### src/design/sgs_pkg.sv
`timescale 1ns / 1ps
// Shared types and constants for the Sobel gradient stream.
// No dependencies; imported by every module of the block.
package sgs_pkg;

  localparam int PIX_W      = 8;
  localparam int CFG_W      = 12;
  localparam int GRAD_W     = 11;
  localparam int POS_W      = 11;
  localparam int OUT_DATA_W = 48;
  localparam int SIZE_FLOOR = 3;
  localparam int RESET_SIZE = 1024;

  typedef enum logic {
    CMD_PIXEL = 1'b0,
    CMD_FLUSH = 1'b1
  } sgs_cmd_t;

  typedef logic [PIX_W-1:0] sgs_pix_t;

  // One window column: [0] top, [1] middle, [2] bottom.
  typedef sgs_pix_t [2:0] sgs_col_t;

  // 3x3 window: [0] left, [1] centre, [2] right column.
  typedef sgs_col_t [2:0] sgs_win_t;

  // One line buffer entry: the two rows above the current one.
  typedef struct packed {
    sgs_pix_t newer;
    sgs_pix_t older;
  } sgs_line_t;

  typedef struct packed {
    logic [POS_W-1:0] column;
    logic [POS_W-1:0] row;
    logic             left_edge;
    logic             right_edge;
    logic             top_edge;
    logic             bottom_edge;
    logic             last;
  } sgs_meta_t;

endpackage

### src/design/sgs_gradient.sv
`timescale 1ns / 1ps
// Border replacement, Sobel sums and the result register.
// Depends on sgs_pkg for the window and position types.
module sgs_gradient (
  input  logic                             clk,
  input  logic                             rst_n,
  input  logic                             a_valid,
  output logic                             a_ready,
  input  sgs_pkg::sgs_win_t                a_win,
  input  sgs_pkg::sgs_meta_t               a_meta,
  output logic                             out_valid,
  input  logic                             out_ready,
  output logic [sgs_pkg::OUT_DATA_W-1:0]   out_data,
  output logic                             out_last
);
  import sgs_pkg::*;

  localparam int SUM_W = PIX_W + 2;

  logic                         out_valid_r, out_valid_nxt;
  logic [OUT_DATA_W-1:0]        out_data_r, out_data_nxt;
  logic                         out_last_r, out_last_nxt;

  sgs_win_t                     k;
  logic [SUM_W-1:0]             left_sum, right_sum, top_sum, bottom_sum;
  logic signed [SUM_W+1:0]      gx_full, gy_full;
  logic [GRAD_W-1:0]            gx, gy;

  function automatic logic [SUM_W-1:0] wsum(sgs_pix_t a, sgs_pix_t b, sgs_pix_t c);
    wsum = {2'b00, a} + {1'b0, b, 1'b0} + {2'b00, c};
  endfunction

  // Missing neighbors at the borders take the centre column or row.
  always_comb begin
    k = a_win;
    if (a_meta.left_edge) begin
      k[0] = k[1];
    end
    if (a_meta.right_edge) begin
      k[2] = k[1];
    end
    for (int c = 0; c < 3; c++) begin
      if (a_meta.top_edge) begin
        k[c][0] = k[c][1];
      end
      if (a_meta.bottom_edge) begin
        k[c][2] = k[c][1];
      end
    end
  end

  assign left_sum   = wsum(k[0][0], k[0][1], k[0][2]);
  assign right_sum  = wsum(k[2][0], k[2][1], k[2][2]);
  assign top_sum    = wsum(k[0][0], k[1][0], k[2][0]);
  assign bottom_sum = wsum(k[0][2], k[1][2], k[2][2]);

  assign gx_full = $signed({2'b00, left_sum}) - $signed({2'b00, right_sum});
  assign gy_full = $signed({2'b00, top_sum}) - $signed({2'b00, bottom_sum});
  assign gx      = gx_full[GRAD_W-1:0];
  assign gy      = gy_full[GRAD_W-1:0];

  assign a_ready = !out_valid_r || out_ready;

  always_comb begin
    out_valid_nxt = out_valid_r;
    out_data_nxt  = out_data_r;
    out_last_nxt  = out_last_r;
    if (a_valid && a_ready) begin
      out_valid_nxt = 1'b1;
      out_data_nxt  = OUT_DATA_W'({a_meta.row, a_meta.column, gy, gx});
      out_last_nxt  = a_meta.last;
    end else if (out_ready) begin
      out_valid_nxt = 1'b0;
    end
  end

  always_ff @(posedge clk) begin
    if (!rst_n) begin
      out_valid_r <= 1'b0;
    end else begin
      out_valid_r <= out_valid_nxt;
    end
  end

  always_ff @(posedge clk) begin
    out_data_r <= out_data_nxt;
    out_last_r <= out_last_nxt;
  end

  assign out_valid = out_valid_r;
  assign out_data  = out_data_r;
  assign out_last  = out_last_r;

endmodule

### config.mk
export PLATFORM = sky130hd
export DESIGN_NAME = sgs_gradient
export DESIGN_NICKNAME = d
export VERILOG_FILES = /design/src/design/sgs_pkg.sv /design/src/design/sgs_gradient.sv
export SDC_FILE = /design/constraint.sdc
export NUM_CORES = 1
export LEC_CHECK = 0
export BUFFER_PORTS_ARGS = -buffer_cell sky130_fd_sc_hd__buf_4
export CORE_ASPECT_RATIO = 1.25
export CORE_MARGIN = 5
export CORE_UTILIZATION = 40
export CTS_CLUSTER_DIAMETER = 200
export DETAILED_ROUTE_END_ITERATION = 8
export SETUP_SLACK_MARGIN = 0.2
export SYNTH_ARGS = -nofsm -noshare
export SYNTH_HDL_FRONTEND = slang
export SYNTH_SLANG_ARGS = --single-unit
### constraint.sdc
create_clock -name clk -period 4.65 [get_ports clk]
set_input_delay 0 -clock clk [delete_from_list [all_inputs] [get_ports clk]]
set_output_delay 0 -clock clk [all_outputs]
set_load 0.01 [all_outputs]
==> results.txt, run 1 <==
After synthesis, the share of flip-flops with an asynchronous set or reset is 0%. The antenna diode instance count came out at 0. Clock latency on the worst-skew pair, taken at its later pin, is 0.28 ns. After layout, the worst setup slack is 0.708 ns. The worst-case vdd ir drop came out at 0.000308 V.

The H-tree depth is 2. The top cell type's share of synthesized area came out at 27.1%. The largest net degree at the start of global routing came out at 46. The maximum operating frequency is 0.254 GHz.

In this run the remaining antenna-violating nets after routing total 0. After detailed routing, the number of vias per cell comes to 4.60. The first global-routing pass estimated 18200 µm of wire. The area of the die is roughly 15000 µm².

After detailed routing, the average wire length per cell comes to 14.0 µm. The launch instance of the worst register-to-register path is out_valid. The cell chosen for the clock root is sky130_fd_sc_hd__clkbuf_16. The dominant register cell in the synthesized netlist is sky130_fd_sc_hd__edfxtp_1. The critical path startpoint category is a primary input. The synthesis-to-layout area growth is 32.6%. The number of warnings printed during yosys synthesis came out at 0. The number of instances in the synthesized netlist came out at 476. In this run the worst setup path begins at a_meta[4].

The multi-input logic area is 3090 µm². The leakage power total came out at 3.26 nW. Summing all placed instances gives a cell area of 6210 µm².

The maximum net fanout on the critical path came out at 24. Summing all flip-flop and latch instances after layout gives between 1000 and 1500 µm². The actual transition at the worst max-transition pin is between 0.9 and 1 ns. The die width came out at about 110 µm.

The routed layout has 3720 vias. The starting utilization of the core area is 41.0%. The row count is 45. For this design, the sink count on the clock tree is between 40 and 50.

In this run, distinct cell masters in the synthesized netlist total 43. The number of cells on the worst reg-to-reg path is 2. The average cell area after synthesis is 10.5 µm².

Across every metal layer, demand over resource in global routing totals 15.3%. The number of nets at the end of the flow came out at 830. The largest total area in the synthesized netlist belongs to sky130_fd_sc_hd__edfxtp_1. The first-pass iteration count of the detailed router came out at 4. The number of cells in the finished layout apart from fillers came out at ~800.

Setup total negative slack on the finished layout was measured at 0 ns. Data on the critical path arrives at its endpoint at 3.97 ns. The final-report max-slew violation count came out at 0.

In this run, CTS created clock tree buffers numbering 5. The cell area after technology mapping is between 4000 and 5000 µm². The number of violations of the max-capacitance limit came out at 0. The worst setup path is captured at a flip-flop. The worst hold path belongs to the class primary input to output pin. The post-cts sizing count came out at 0. The area of all placed cells without fillers came out at between 6000 and 7000 µm². The most frequent cell after synthesis is sky130_fd_sc_hd__inv_1. The shortest period the worst path allows is 3.94 ns.

In this run, synthesis inferred 45 flip-flops with an integrated enable. The area share of fa/ha/maj cells after synthesis is 28.5%. The number of setup buffers added after CTS is 0.

The part of the Yosys area used for sequential elements is 27.5%. The initial antenna violation count is 0. The fraction of layout instances using a drive strength above 1 is 30.6%. The register-to-register setup slack came out at 3.02 ns. The number of endpoints failing setup at the final stage is 0.

The run finished with clean final reports. The fraction of the cycle the final worst path needs came out at 84.8%. The setup path with the least slack is of type primary input to flip-flop. In this run the tightest slew margin relative to its limit is 33.9%. Fill cells in the final layout number 1135. The final hold violation count is 0. Once detailed placement completed, the half-perimeter wirelength came to 9510 µm. The worst-case clock buffer depth came out at 2. The floorplan step set the die height to 135 µm. Counting flops and latches in the post-synthesis netlist gives 46. The total power density per cell area is 543 nW/µm². For this run, design rule violations remaining after detail routing come to 0. The remaining global-route overflow is 0. The number of global-route vias before repair came out at 4042. After synthesis, the share of cell area in mux cells is between 10% and 20%.

The first routing iteration left 85 violations. The CTS tree is yes. The area fraction in compound gates after synthesis came out at 10.6%.

Setup repair after global routing left no endpoint under its margin. The clock skew after layout is 0.00398 ns. The core box area is around 12000 µm². The clock-pin slew on the worst setup and hold paths came out at 0.06 ns. Ranked by total cell area, the synthesized netlist is headed by sky130_fd_sc_hd__edfxtp_1 27%, sky130_fd_sc_hd__fa_1 20%, sky130_fd_sc_hd__ha_1 8.8%, sky130_fd_sc_hd__inv_1 8.3%, sky130_fd_sc_hd__mux2i_1 7.8%. The weighted congestion at the end of routability-driven global placement is 0.782. By area, the combinational part of the netlist is dominated by adder cells. The top-level port count came out at 154. Counting tap cells, the placed design contains a total of approximately 780 instances. The number of cells on the worst hold path came out at 3.

The startpoint identified for the worst hold timing path is out_ready. The basic-gate share of the synthesized area counting and, or, nand and nor cells is 3.94%. The xor and xnor fraction of the mapped netlist area is 5.10%. The total length of routed wires came out at approximately 11000 µm.

The overall power of the completed layout came out at 3.59 mW. Input and output buffers added on the ports amount to around 150. At the placement stage, the worst setup path has a slack of 0.385 ns. Sorting the synthesized cells by how often they occur yields 110 x sky130_fd_sc_hd__inv_1, 49 x sky130_fd_sc_hd__fa_1, 45 x sky130_fd_sc_hd__edfxtp_1.

For the worst setup path, the data required time is 4.68 ns.
## through the flow
step	util (%)	hold WS, ns
detailed placement	51.1	0.179
CTS	54.3	0.323
global placement	51.1	0.178
floorplan	-	0.0989
global route	54.3	0.347
finish	54.3	0.320
## metal layers
layer / track usage [%] / wire [µm] / vias up
met2: 28.3 / 5850 / 114
met1: 17.9 / 4560 / 1717
met4: 5.20 / 245 / 0
met3: 1.63 / 623 / 15
li1: - / - / 1874
met5: 0 / 0 / -
## cell families after synthesis
logic type	Yosys count
multiplexers	64
flip-flops	46
other	1
buffers and inverters	129
AO/OA/AOI/OAI	77
adder cells (fa/ha/maj)	84
AND/OR/NAND/NOR	46
XOR/XNOR	29
## repair_timing
action / in CTS / in global routing
endpoints found under the hold margin: 24 / 0
hold buffers: 25 / 0
endpoints found under the setup margin: 0 / 0
## critical path: stages
cell                       delay (ns)
sky130_fd_sc_hd__buf_4           0.34
sky130_fd_sc_hd__mux2_2          0.42
sky130_fd_sc_hd__nand2_1         0.07
sky130_fd_sc_hd__o21ai_0         0.19
sky130_fd_sc_hd__fa_1            0.61
sky130_fd_sc_hd__fa_1            0.43
sky130_fd_sc_hd__inv_1           0.08
sky130_fd_sc_hd__fa_1            0.42
sky130_fd_sc_hd__inv_1           0.06
sky130_fd_sc_hd__ha_1            0.17
sky130_fd_sc_hd__inv_1           0.06
sky130_fd_sc_hd__fa_1            0.39
sky130_fd_sc_hd__nor2b_1         0.17
sky130_fd_sc_hd__o21ai_1         0.08
sky130_fd_sc_hd__a21boi_1        0.19
sky130_fd_sc_hd__o41ai_1         0.12
sky130_fd_sc_hd__xnor2_1         0.13
## sequential cells by signal, indices dropped and copies added, names as in the netlist
register,count
out_data,44
out_last,1
out_valid,1
## cells in the final DEF (no fill, tap or decap), drive strengths merged, types with 4 or more instances in the layout
cell type / n
nand2: 16
conb: 4
a21oi: 34
clkbuf: 5
xnor2: 23
inv: 111
edfxtp: 45
dlygate4sd3: 25
a21o: 8
xor2: 6
mux2: 25
mux2i: 39
fa: 49
o21ai: 13
ha: 35
nand2b: 4
buf: 150
nor2: 20
o21a: 9
## area by class of cell
class / count / share of cell area [%]
clock inverter: 3 / 0.322
tap: 164 / 3.11
sequential: 46 / 20.8
timing repair buffer: 175 / 20.8
clock buffer: 5 / 1.89
inverter: 111 / 6.31
multi-input combinational: 304 / 46.8
## report_power, final
group / leakage (nW) / total, mW / internal (mW) / switching [mW]
logic: 2.74 / 2.48 / 1.17 / 1.32
clock network: 0.0698 / 0.342 / 0.199 / 0.143
registers: 0.443 / 0.764 / 0.730 / 0.0340
## final timing paths
kind,endpoint
min,a_ready
min reg2reg,out_valid
max reg2reg,out_data[39]
max,out_data[9]
(Power assumes the default switching activity.)
==> run 2, diff against run 1 <==
--- a/config.mk
+++ b/config.mk
@@ -11,6 +11,7 @@
 export CORE_UTILIZATION = 40
 export CTS_CLUSTER_DIAMETER = 200
 export DETAILED_ROUTE_END_ITERATION = 8
+export PLACE_DENSITY = 0.67
 export SETUP_SLACK_MARGIN = 0.2
 export SYNTH_ARGS = -nofsm -noshare
 export SYNTH_HDL_FRONTEND = slang
==> constraint.sdc (replaced) <==
create_clock -name clk -period 3.2 [get_ports clk]
set_input_delay 0 -clock clk [delete_from_list [all_inputs] [get_ports clk]]
set_output_delay 0 -clock clk [all_outputs]
set_load 0.01 [all_outputs]
==> run 2 against run 1 <==
The flow now finishes with violations (setup timing). Sequential share of layout area fell by 4.0 points. Via count rose by 15%. Global-route usage grew 2.3 points. Critical path type unchanged. Wire length grew 19%. Count of clock-buffer cells in the layout increased by 1. Final cell count up 14%. Setup slack worse by 0.86 ns. Total power rose by 110%. Sequential cell count unchanged. Design area up 24%. Highest routed layer unchanged. First-iteration DRC count up 22%.
==> results.txt, run 2 (same netlist as run 1, synthesis figures left out) <==
The max-slew headroom at the worst pin came out at 33.7% (was 33.9%). The actual transition at the worst max-transition pin came out at 0.994 ns (was 0.991 ns). The weighted congestion at the end of routability-driven global placement is 0.859 (was 0.782). The launch instance of the worst register-to-register path is out_valid (unchanged). The shortest period the worst path allows came out at 3.36 ns. The dominant cell type by count on the critical path is sky130_fd_sc_hd__fa_1 (unchanged). The total power density per cell area is 906 nW/µm² (was 543 nW/µm²). The register-to-register setup slack is 1.57 ns (was 3.02 ns). The clock skew after layout came out at 0.00267 ns (was 0.00398 ns). The count of antenna-violating nets left after detailed routing is 0 (unchanged). The multi-input logic area is 3640 µm² (was 3090 µm²). The number of remaining DRC errors came out at 0 (unchanged). The endpoint with the worst hold slack is a_ready (unchanged). The core box area came out at 12200 µm² (unchanged). Chain of cells forming the critical path: buf_12 > buf_8 > mux2i_1 > o21a_1 > buf_4 > fa_1 > inv_1 > fa_1 > inv_2 > fa_1 > inv_2 > ha_4 > and2_4 > a221oi_2 > o21ai_2 > o31ai_2 > xnor2_1 (was buf_4 > mux2_2 > nand2_1 > o21ai_0 > fa_1 > fa_1 > inv_1 > fa_1 > inv_1 > ha_1 > inv_1 > fa_1 > nor2b_1 > o21ai_1 > a21boi_1 > o41ai_1 > xnor2_1). The H-tree depth is 2 (unchanged). The number of cells on the worst hold path came out at 3 (unchanged).

The number of flip-flops under the largest register name is 44 (unchanged). The routing layer with the top usage in global route is met2 (unchanged). The area after detailed placement came out at 7040 µm² (was 6210 µm²). The starting utilization of the core area is 41.0% (unchanged).

The element type at the critical path end was a flip-flop (unchanged). The largest net degree at the start of global routing is 46 (unchanged). The worst-case vdd ir drop is 0.000572 V (was 0.000308 V). The total length of routed wires was 13400 µm (was 11300 µm). Derived from the worst setup path, the maximum achievable clock frequency is roughly 0.30 GHz. The startpoint-to-endpoint class of the critical path is primary input to flip-flop (unchanged). Result of the run: finished, violations left (was finished clean). The ratio of routed vias to standard cells was 4.61 (was 4.60). The maximum net fanout on the critical path is 6 (was 24). The path class of the lowest-slack min-delay path was primary input to output pin (unchanged). Commonest non-fill, non-tap cells in the layout: 244 x sky130_fd_sc_hd__buf_4, 86 x sky130_fd_sc_hd__inv_1, 45 x sky130_fd_sc_hd__edfxtp_1 (was 150 x sky130_fd_sc_hd__buf_4, 110 x sky130_fd_sc_hd__inv_1, 49 x sky130_fd_sc_hd__fa_1). The number of endpoints failing setup at the final stage is 8 (was 0).

The start point of the worst hold path is out_ready (unchanged). The initial antenna violation count is 0 (unchanged). The clock-pin slew on the worst setup and hold paths was 0.06 ns (about the same). The CTS tree is yes (unchanged). The met3 routing resource usage after global routing came out at 1.58% (was 1.63%).

The cell count after placement came out at 866 (was 775). The capture point of the worst reg-to-reg path was out_data[43] (was out_data[39]). The remaining global-route overflow is 0 (unchanged).

The area of the die came to 14800 µm² (unchanged). The final-report max-slew violation count is 0 (unchanged). The number of cells in the finished layout apart from fillers is 924 (was 808). The synthesis-to-layout area growth is 64.2% (was 32.6%). The overall die height came out at 135 µm (unchanged).

The number of global-route vias before repair is 4689 (was 4042). The depth of the worst register-to-register path came out at 2 (unchanged). The fraction of layout instances using a drive strength above 1 is 52.4% (was 30.6%). The cell chosen for the clock root was sky130_fd_sc_hd__clkbuf_16 (unchanged).

The detail-routed net length per standard cell is 14.5 µm (was 14.0 µm). The total clock buffers created by CTS came out at 5 (unchanged). The fraction of the cycle the final worst path needs is 105%.

The critical path startpoint category was a primary input (unchanged). The met1 track demand over resource is 20.5% (was 17.9%). The top-level port count is 154 (unchanged). The post-DP HPWL is 10600 µm (was 9510 µm). The count of buffers inserted at the top-level ports is 149 (unchanged).

The final worst hold slack was 0.334 ns (was 0.320 ns). The final setup slack of the worst path was -0.156 ns (was 0.708 ns). The number of sinks driven by the clock tree came out at 46 (unchanged). The row count was 45 (unchanged).

Setup repair after global routing missed its margin: true (was false). The overall fraction of global-route tracks in use came out at 17.6% (was 15.3%). The post-layout utilization of the core came out at 67.3% (was 54.3%).

The leakage power total came to 3.98 nW (was 3.26 nW). The final hold violation count came out at 0 (unchanged). The die width is 110 µm (unchanged). The clock network latency to the later pin of the worst-skew pair came to 0.28 ns (about the same).

The number of violations of the max-capacitance limit came out at 0 (unchanged). The data arrival time of the critical path is 3.38 ns (was 3.97 ns). The final reports fail on setup timing. The first-pass iteration count of the detailed router is 4 (unchanged). The antenna diode instance count came out at 0 (unchanged).

The global-route wire length before repair was 21100 µm (was 18200 µm). The worst-case clock buffer depth is 2 (unchanged). The met2 track demand over resource in global routing came to 33.4% (was 28.3%).

The most common cell after layout, fill and taps aside is sky130_fd_sc_hd__buf_4 (unchanged). The filler cell count was 930 (was 1135). The initial detailed-routing violation count came to 104 (was 85). The storage element area came out at 1370 µm² (unchanged). The largest stage delay on the critical path is 0.52 ns (was 0.61 ns). The cell with the largest stage delay on the worst path is sky130_fd_sc_hd__fa_1 (unchanged). The number of nets at the end of the flow was 946 (was 830). The required time of the worst setup path is 3.23 ns (was 4.68 ns). The area of all placed cells without fillers is 8180 µm² (was 6610 µm²).

The number of vias after detailed routing came to 4264 (was 3720).
==> run 2: cell count changes in the layout (fill, tap and decap cells not counted), sizes merged <==
cell,previous run,this run
clkbuf,5,7
buf,150,265
clkinvlp,1,0
==> run 2: where the power goes <==
| part | switching [mW] | internal (mW) |
|---|---|---|
| logic | 2.66 | 3.18 |
| registers | 0.0472 | 1.06 |
| clock network | 0.186 | 0.285 |
| total | 2.89 | 4.52 |
==> run 2: worst max path at each step <==
stage                     cells after the start      endpoint       from  slack, ns
final                                        17   out_data[8]  a_meta[4]      -0.16
after global routing                         17   out_data[8]  a_meta[4]      -0.32
after CTS                                    17  out_data[20]  a_meta[4]      -0.12
after detailed placement                     17  out_data[20]  a_meta[4]      -0.61
after global placement                       18   out_data[9]  a_meta[4]      -0.55
after floorplan                              19   out_data[9]  a_meta[3]      -0.36
==> run 2: layer usage <==
layer | part of all wire [%] | wire length, µm
met1 | 39 | 5220
met2 | 54 | 7270
met5 | 0 | 0
met4 | 1.8 | 235
met3 | 5.1 | 681
==> run 2: cell type report <==
class / instances / share of cell area, %
timing repair buffer: 291 / 29.5
clock inverter: 2 / 0.107
tap: 164 / 2.51
inverter: 111 / 5.09
multi-input combinational: 304 / 44.5
sequential: 46 / 16.8
clock buffer: 6 / 1.58
==> run 2: timing repair <==
action	4_1_cts	5_1_grt
cloned	1	1
endpoints found under the hold margin	24	0
hold buffers	25	0
setup endpoints to repair	17	16
pin swaps	38	38
buffers inserted	13	10
gates resized for setup	64	41
==> run 2: stage by stage <==
stage	setup slack, ns	power (mW)	setup TNS (ns)
after floorplan	-0.361	4.07	-3.37
after global placement	-0.545	5.59	-6.37
after detailed placement	-0.609	5.71	-7.47
after CTS	-0.125	6.91	-0.660
after global routing	-0.322	8.05	-2.25
final	-0.156	7.41	-0.782
==> run 2: worst max-delay path, delay by kind of cell <==
kind | cells | cell delay, ns
AO/OA/AOI/OAI | 4 | 0.78
XOR/XNOR | 1 | 0.10
adder cells (fa/ha/maj) | 4 | 1.72
buffers and inverters | 6 | 0.51
multiplexers | 1 | 0.11
AND/OR/NAND/NOR | 1 | 0.16
==> run 3, diff against run 2 <==
--- a/config.mk
+++ b/config.mk
@@ -5,7 +5,7 @@
 export SDC_FILE = /design/constraint.sdc
 export NUM_CORES = 1
 export LEC_CHECK = 0
-export BUFFER_PORTS_ARGS = -buffer_cell sky130_fd_sc_hd__buf_4
+export BUFFER_PORTS_ARGS = -buffer_cell sky130_fd_sc_hd__buf_2
 export CORE_ASPECT_RATIO = 1.25
 export CORE_MARGIN = 5
 export CORE_UTILIZATION = 40
==> constraint.sdc (replaced) <==
create_clock -name clk -period 2.93 [get_ports clk]
set_input_delay 0 -clock clk [delete_from_list [all_inputs] [get_ports clk]]
set_output_delay 0 -clock clk [all_outputs]
set_load 0.01 [all_outputs]
==> run 3 against run 2 <==
Utilization is 3.6 points lower. First-iteration DRC count is 24% lower. Total power grew 9.4%. Setup slack lost 0.38 ns. Global-route usage is 0.13 points lower. Critical path depth is 1 higher. Largest cell class unchanged. The run still ends with setup timing left. Non-clock buffer count shrank 7. Critical path type unchanged. Largest power group unchanged. Final cell count is 0.76% lower. Via count increased by 0.23%. Clock skew is 0.0023 ns higher.
==> results.txt, run 3 (same netlist as run 1, synthesis figures left out) <==
The final sum of negative setup slack came out at -6.43 ns (was -0.782 ns). The number of sinks driven by the clock tree came out at 46 (unchanged). The post-layout utilization of the core was 63.7% (was 67.3%). Violated checks: setup timing (unchanged).

The final setup slack of the worst path was -0.537 ns (was -0.156 ns). The ratio of routed vias to standard cells came out at 4.66 (was 4.61). The CTS tree is yes (unchanged). The area of all placed cells without fillers is 7740 µm² (was 8180 µm²).

The row count came out at 45 (unchanged). The H-tree depth came out at 2 (unchanged). The number of flip-flops under the largest register name came out at 44 (unchanged).

The initial antenna violation count is 0 (unchanged). The maximum net fanout on the critical path was 8 (was 6). The worst setup slack before clock tree synthesis was -0.885 ns (was -0.609 ns). The total clock buffers created by CTS is 5 (unchanged).

The cell count after placement came out at 860 (was 866). The starting utilization of the core area came out at 41.0% (unchanged). The area of the die is 14800 µm² (unchanged). The top-level port count came out at 154 (unchanged). The clock-pin slew on the worst setup and hold paths is 0.06 ns (about the same). The final-report max-slew violation count came to 0 (unchanged). The total power density per cell area came out at 1050 nW/µm² (was 906 nW/µm²). The total length of routed wires came to 13400 µm (about the same).

The number of remaining DRC errors came out at 0 (unchanged). The endpoint with the worst hold slack was a_ready (unchanged). The capture point of the worst reg-to-reg path is out_data[31] (was out_data[43]). The number of vias after detailed routing is 4274 (was 4264). The remaining global-route overflow is 0 (unchanged). The critical path startpoint category is a primary input (unchanged). The clock network latency to the later pin of the worst-skew pair is 0.28 ns (about the same). The worst-case vdd ir drop is 0.000679 V (was 0.000572 V).

The area after detailed placement is 6690 µm² (was 7040 µm²). The fraction of the cycle the final worst path needs is 118%. The die width is 110 µm (unchanged).

The worst-case clock buffer depth is 2 (unchanged). The actual transition at the worst max-transition pin is 1.00 ns (was 0.994 ns). The number of global-route vias before repair is 4612 (was 4689). The detail-routed net length per standard cell is 14.6 µm (was 14.5 µm). The core box area came out at 12200 µm² (unchanged). The start point of the worst hold path was out_ready (unchanged). The required time of the worst setup path came out at 2.96 ns (was 3.23 ns).

The family with the most delay on the worst path was adder cells (unchanged). The first-pass iteration count of the detailed router is 4 (unchanged). The post-DP HPWL came out at 10400 µm (was 10600 µm). The number of endpoints failing setup at the final stage is 18 (was 8).

The global-route wire length before repair is 20700 µm (was 21100 µm). The cell with the largest stage delay on the worst path is sky130_fd_sc_hd__fa_1 (unchanged). The most common cell after layout, fill and taps aside was sky130_fd_sc_hd__buf_2 (was sky130_fd_sc_hd__buf_4).

The overall die height came out at 135 µm (unchanged). The largest stage delay on the critical path came out at 0.51 ns (was 0.52 ns). Chain of cells forming the critical path: buf_12 > buf_12 > mux2_4 > nand2_2 > o21a_1 > buf_4 > fa_1 > inv_1 > fa_1 > inv_1 > fa_1 > inv_2 > ha_4 > buf_4 > a21oi_4 > a21boi_4 > o41ai_2 > xnor2_1 (was buf_12 > buf_8 > mux2i_1 > o21a_1 > buf_4 > fa_1 > inv_1 > fa_1 > inv_2 > fa_1 > inv_2 > ha_4 > and2_4 > a221oi_2 > o21ai_2 > o31ai_2 > xnor2_1). The final worst hold slack came out at 0.341 ns (was 0.334 ns). The filler cell count was 989 (was 930).

The element type at the critical path end is a flip-flop (unchanged). The number of nets at the end of the flow came out at 939 (was 946). The count of antenna-violating nets left after detailed routing is 0 (unchanged). The initial detailed-routing violation count is 79 (was 104). The count of buffers inserted at the top-level ports came out at 149 (unchanged). Setup repair after global routing missed its margin: true (unchanged). The data arrival time of the critical path is 3.50 ns (was 3.38 ns).

The launch instance of the worst register-to-register path is out_valid (unchanged). The number of cells in the finished layout apart from fillers was 917 (was 924). The weighted congestion at the end of routability-driven global placement is 0.801 (was 0.859). The leakage power total was 3.84 nW (was 3.98 nW).

The overall power of the completed layout is 8.11 mW (was 7.41 mW). The path class of the lowest-slack min-delay path is primary input to output pin (unchanged). The depth of the worst register-to-register path is 2 (unchanged).

The startpoint-to-endpoint class of the critical path was primary input to flip-flop (unchanged). The number of cells on the worst hold path came to 3 (unchanged). The register-to-register setup slack is 1.29 ns (was 1.57 ns).

The buffers plus inverters on the worst setup path is 7 (was 6). The synthesis-to-layout area growth came out at 55.5% (was 64.2%). The largest net degree at the start of global routing is 46 (unchanged).

The number of violations of the max-capacitance limit is 0 (unchanged). The clock skew after layout is 0.00493 ns (was 0.00267 ns). The fraction of layout instances using a drive strength above 1 was 51.3% (was 52.4%). The cell chosen for the clock root is sky130_fd_sc_hd__clkbuf_16 (unchanged). Result of the run: finished, violations left (unchanged).

The final hold violation count was 0 (unchanged). The antenna diode instance count came out at 0 (unchanged). The overall fraction of global-route tracks in use was 17.4% (was 17.6%). The shortest period the worst path allows is 3.47 ns. The dominant cell type by count on the critical path is sky130_fd_sc_hd__fa_1 (unchanged). The max-slew headroom at the worst pin was 33.3% (was 33.7%). Commonest non-fill, non-tap cells in the layout: 147 x sky130_fd_sc_hd__buf_2, 88 x sky130_fd_sc_hd__inv_1, 87 x sky130_fd_sc_hd__buf_4 (was 244 x sky130_fd_sc_hd__buf_4, 86 x sky130_fd_sc_hd__inv_1, 45 x sky130_fd_sc_hd__edfxtp_1). The maximum operating frequency is 0.288 GHz.
## run 3: worst min-delay path: stages
cell                       delay [ns]
sky130_fd_sc_hd__buf_2           0.07
sky130_fd_sc_hd__nand2b_1        0.12
sky130_fd_sc_hd__buf_2           0.15
## run 3: routing by layer
layer | track usage, % | routed length (µm)
met3 | 1.58 | 727
met1 | 19.8 | 5060
met5 | 0 | 0
met2 | 33.2 | 7270
met4 | 6.03 | 344
## run 3: cell type report
type	instances	area, µm²	share of cell area [%]
clock buffer	5	125	1.62
clock inverter	3	21.3	0.275
inverter	111	417	5.38
multi-input combinational	304	3580	46.2
sequential	46	1370	17.7
tap	164	205	2.65
timing repair buffer	284	2030	26.2
## run 3: report_power, final
part / leakage (nW) / switching (mW) / internal (mW)
Clock: 0.0698 / 0.226 / 0.315
Sequential: 0.443 / 0.0444 / 1.16
Combinational: 3.33 / 3.02 / 3.35
Total: 3.84 / 3.29 / 4.82
## run 3: what timing repair did
| item | 4_1_cts | 5_1_grt |
|---|---|---|
| gates resized for setup | 55 | 42 |
| hold buffers | 25 | 0 |
| pin swaps | 30 | 36 |
| setup buffers | 13 | 10 |
| hold endpoints to repair | 24 | 0 |
| endpoints found under the setup margin | 18 | 18 |
| cloned | 1 | 0 |
## run 3: worst max-delay path by stage
stage | startpoint | endpoint | slack (ns) | cells past startpoint
3_3_place_gp | a_meta[3] | out_data[20] | -0.82 | 18
3_5_place_dp | a_meta[4] | out_data[9] | -0.89 | 19
5_1_grt | a_meta[4] | out_data[9] | -0.68 | 19
2_1_floorplan | a_meta[3] | out_data[9] | -0.63 | 19
4_1_cts | a_meta[3] | out_data[20] | -0.48 | 18
6_report | a_meta[4] | out_data[9] | -0.54 | 18
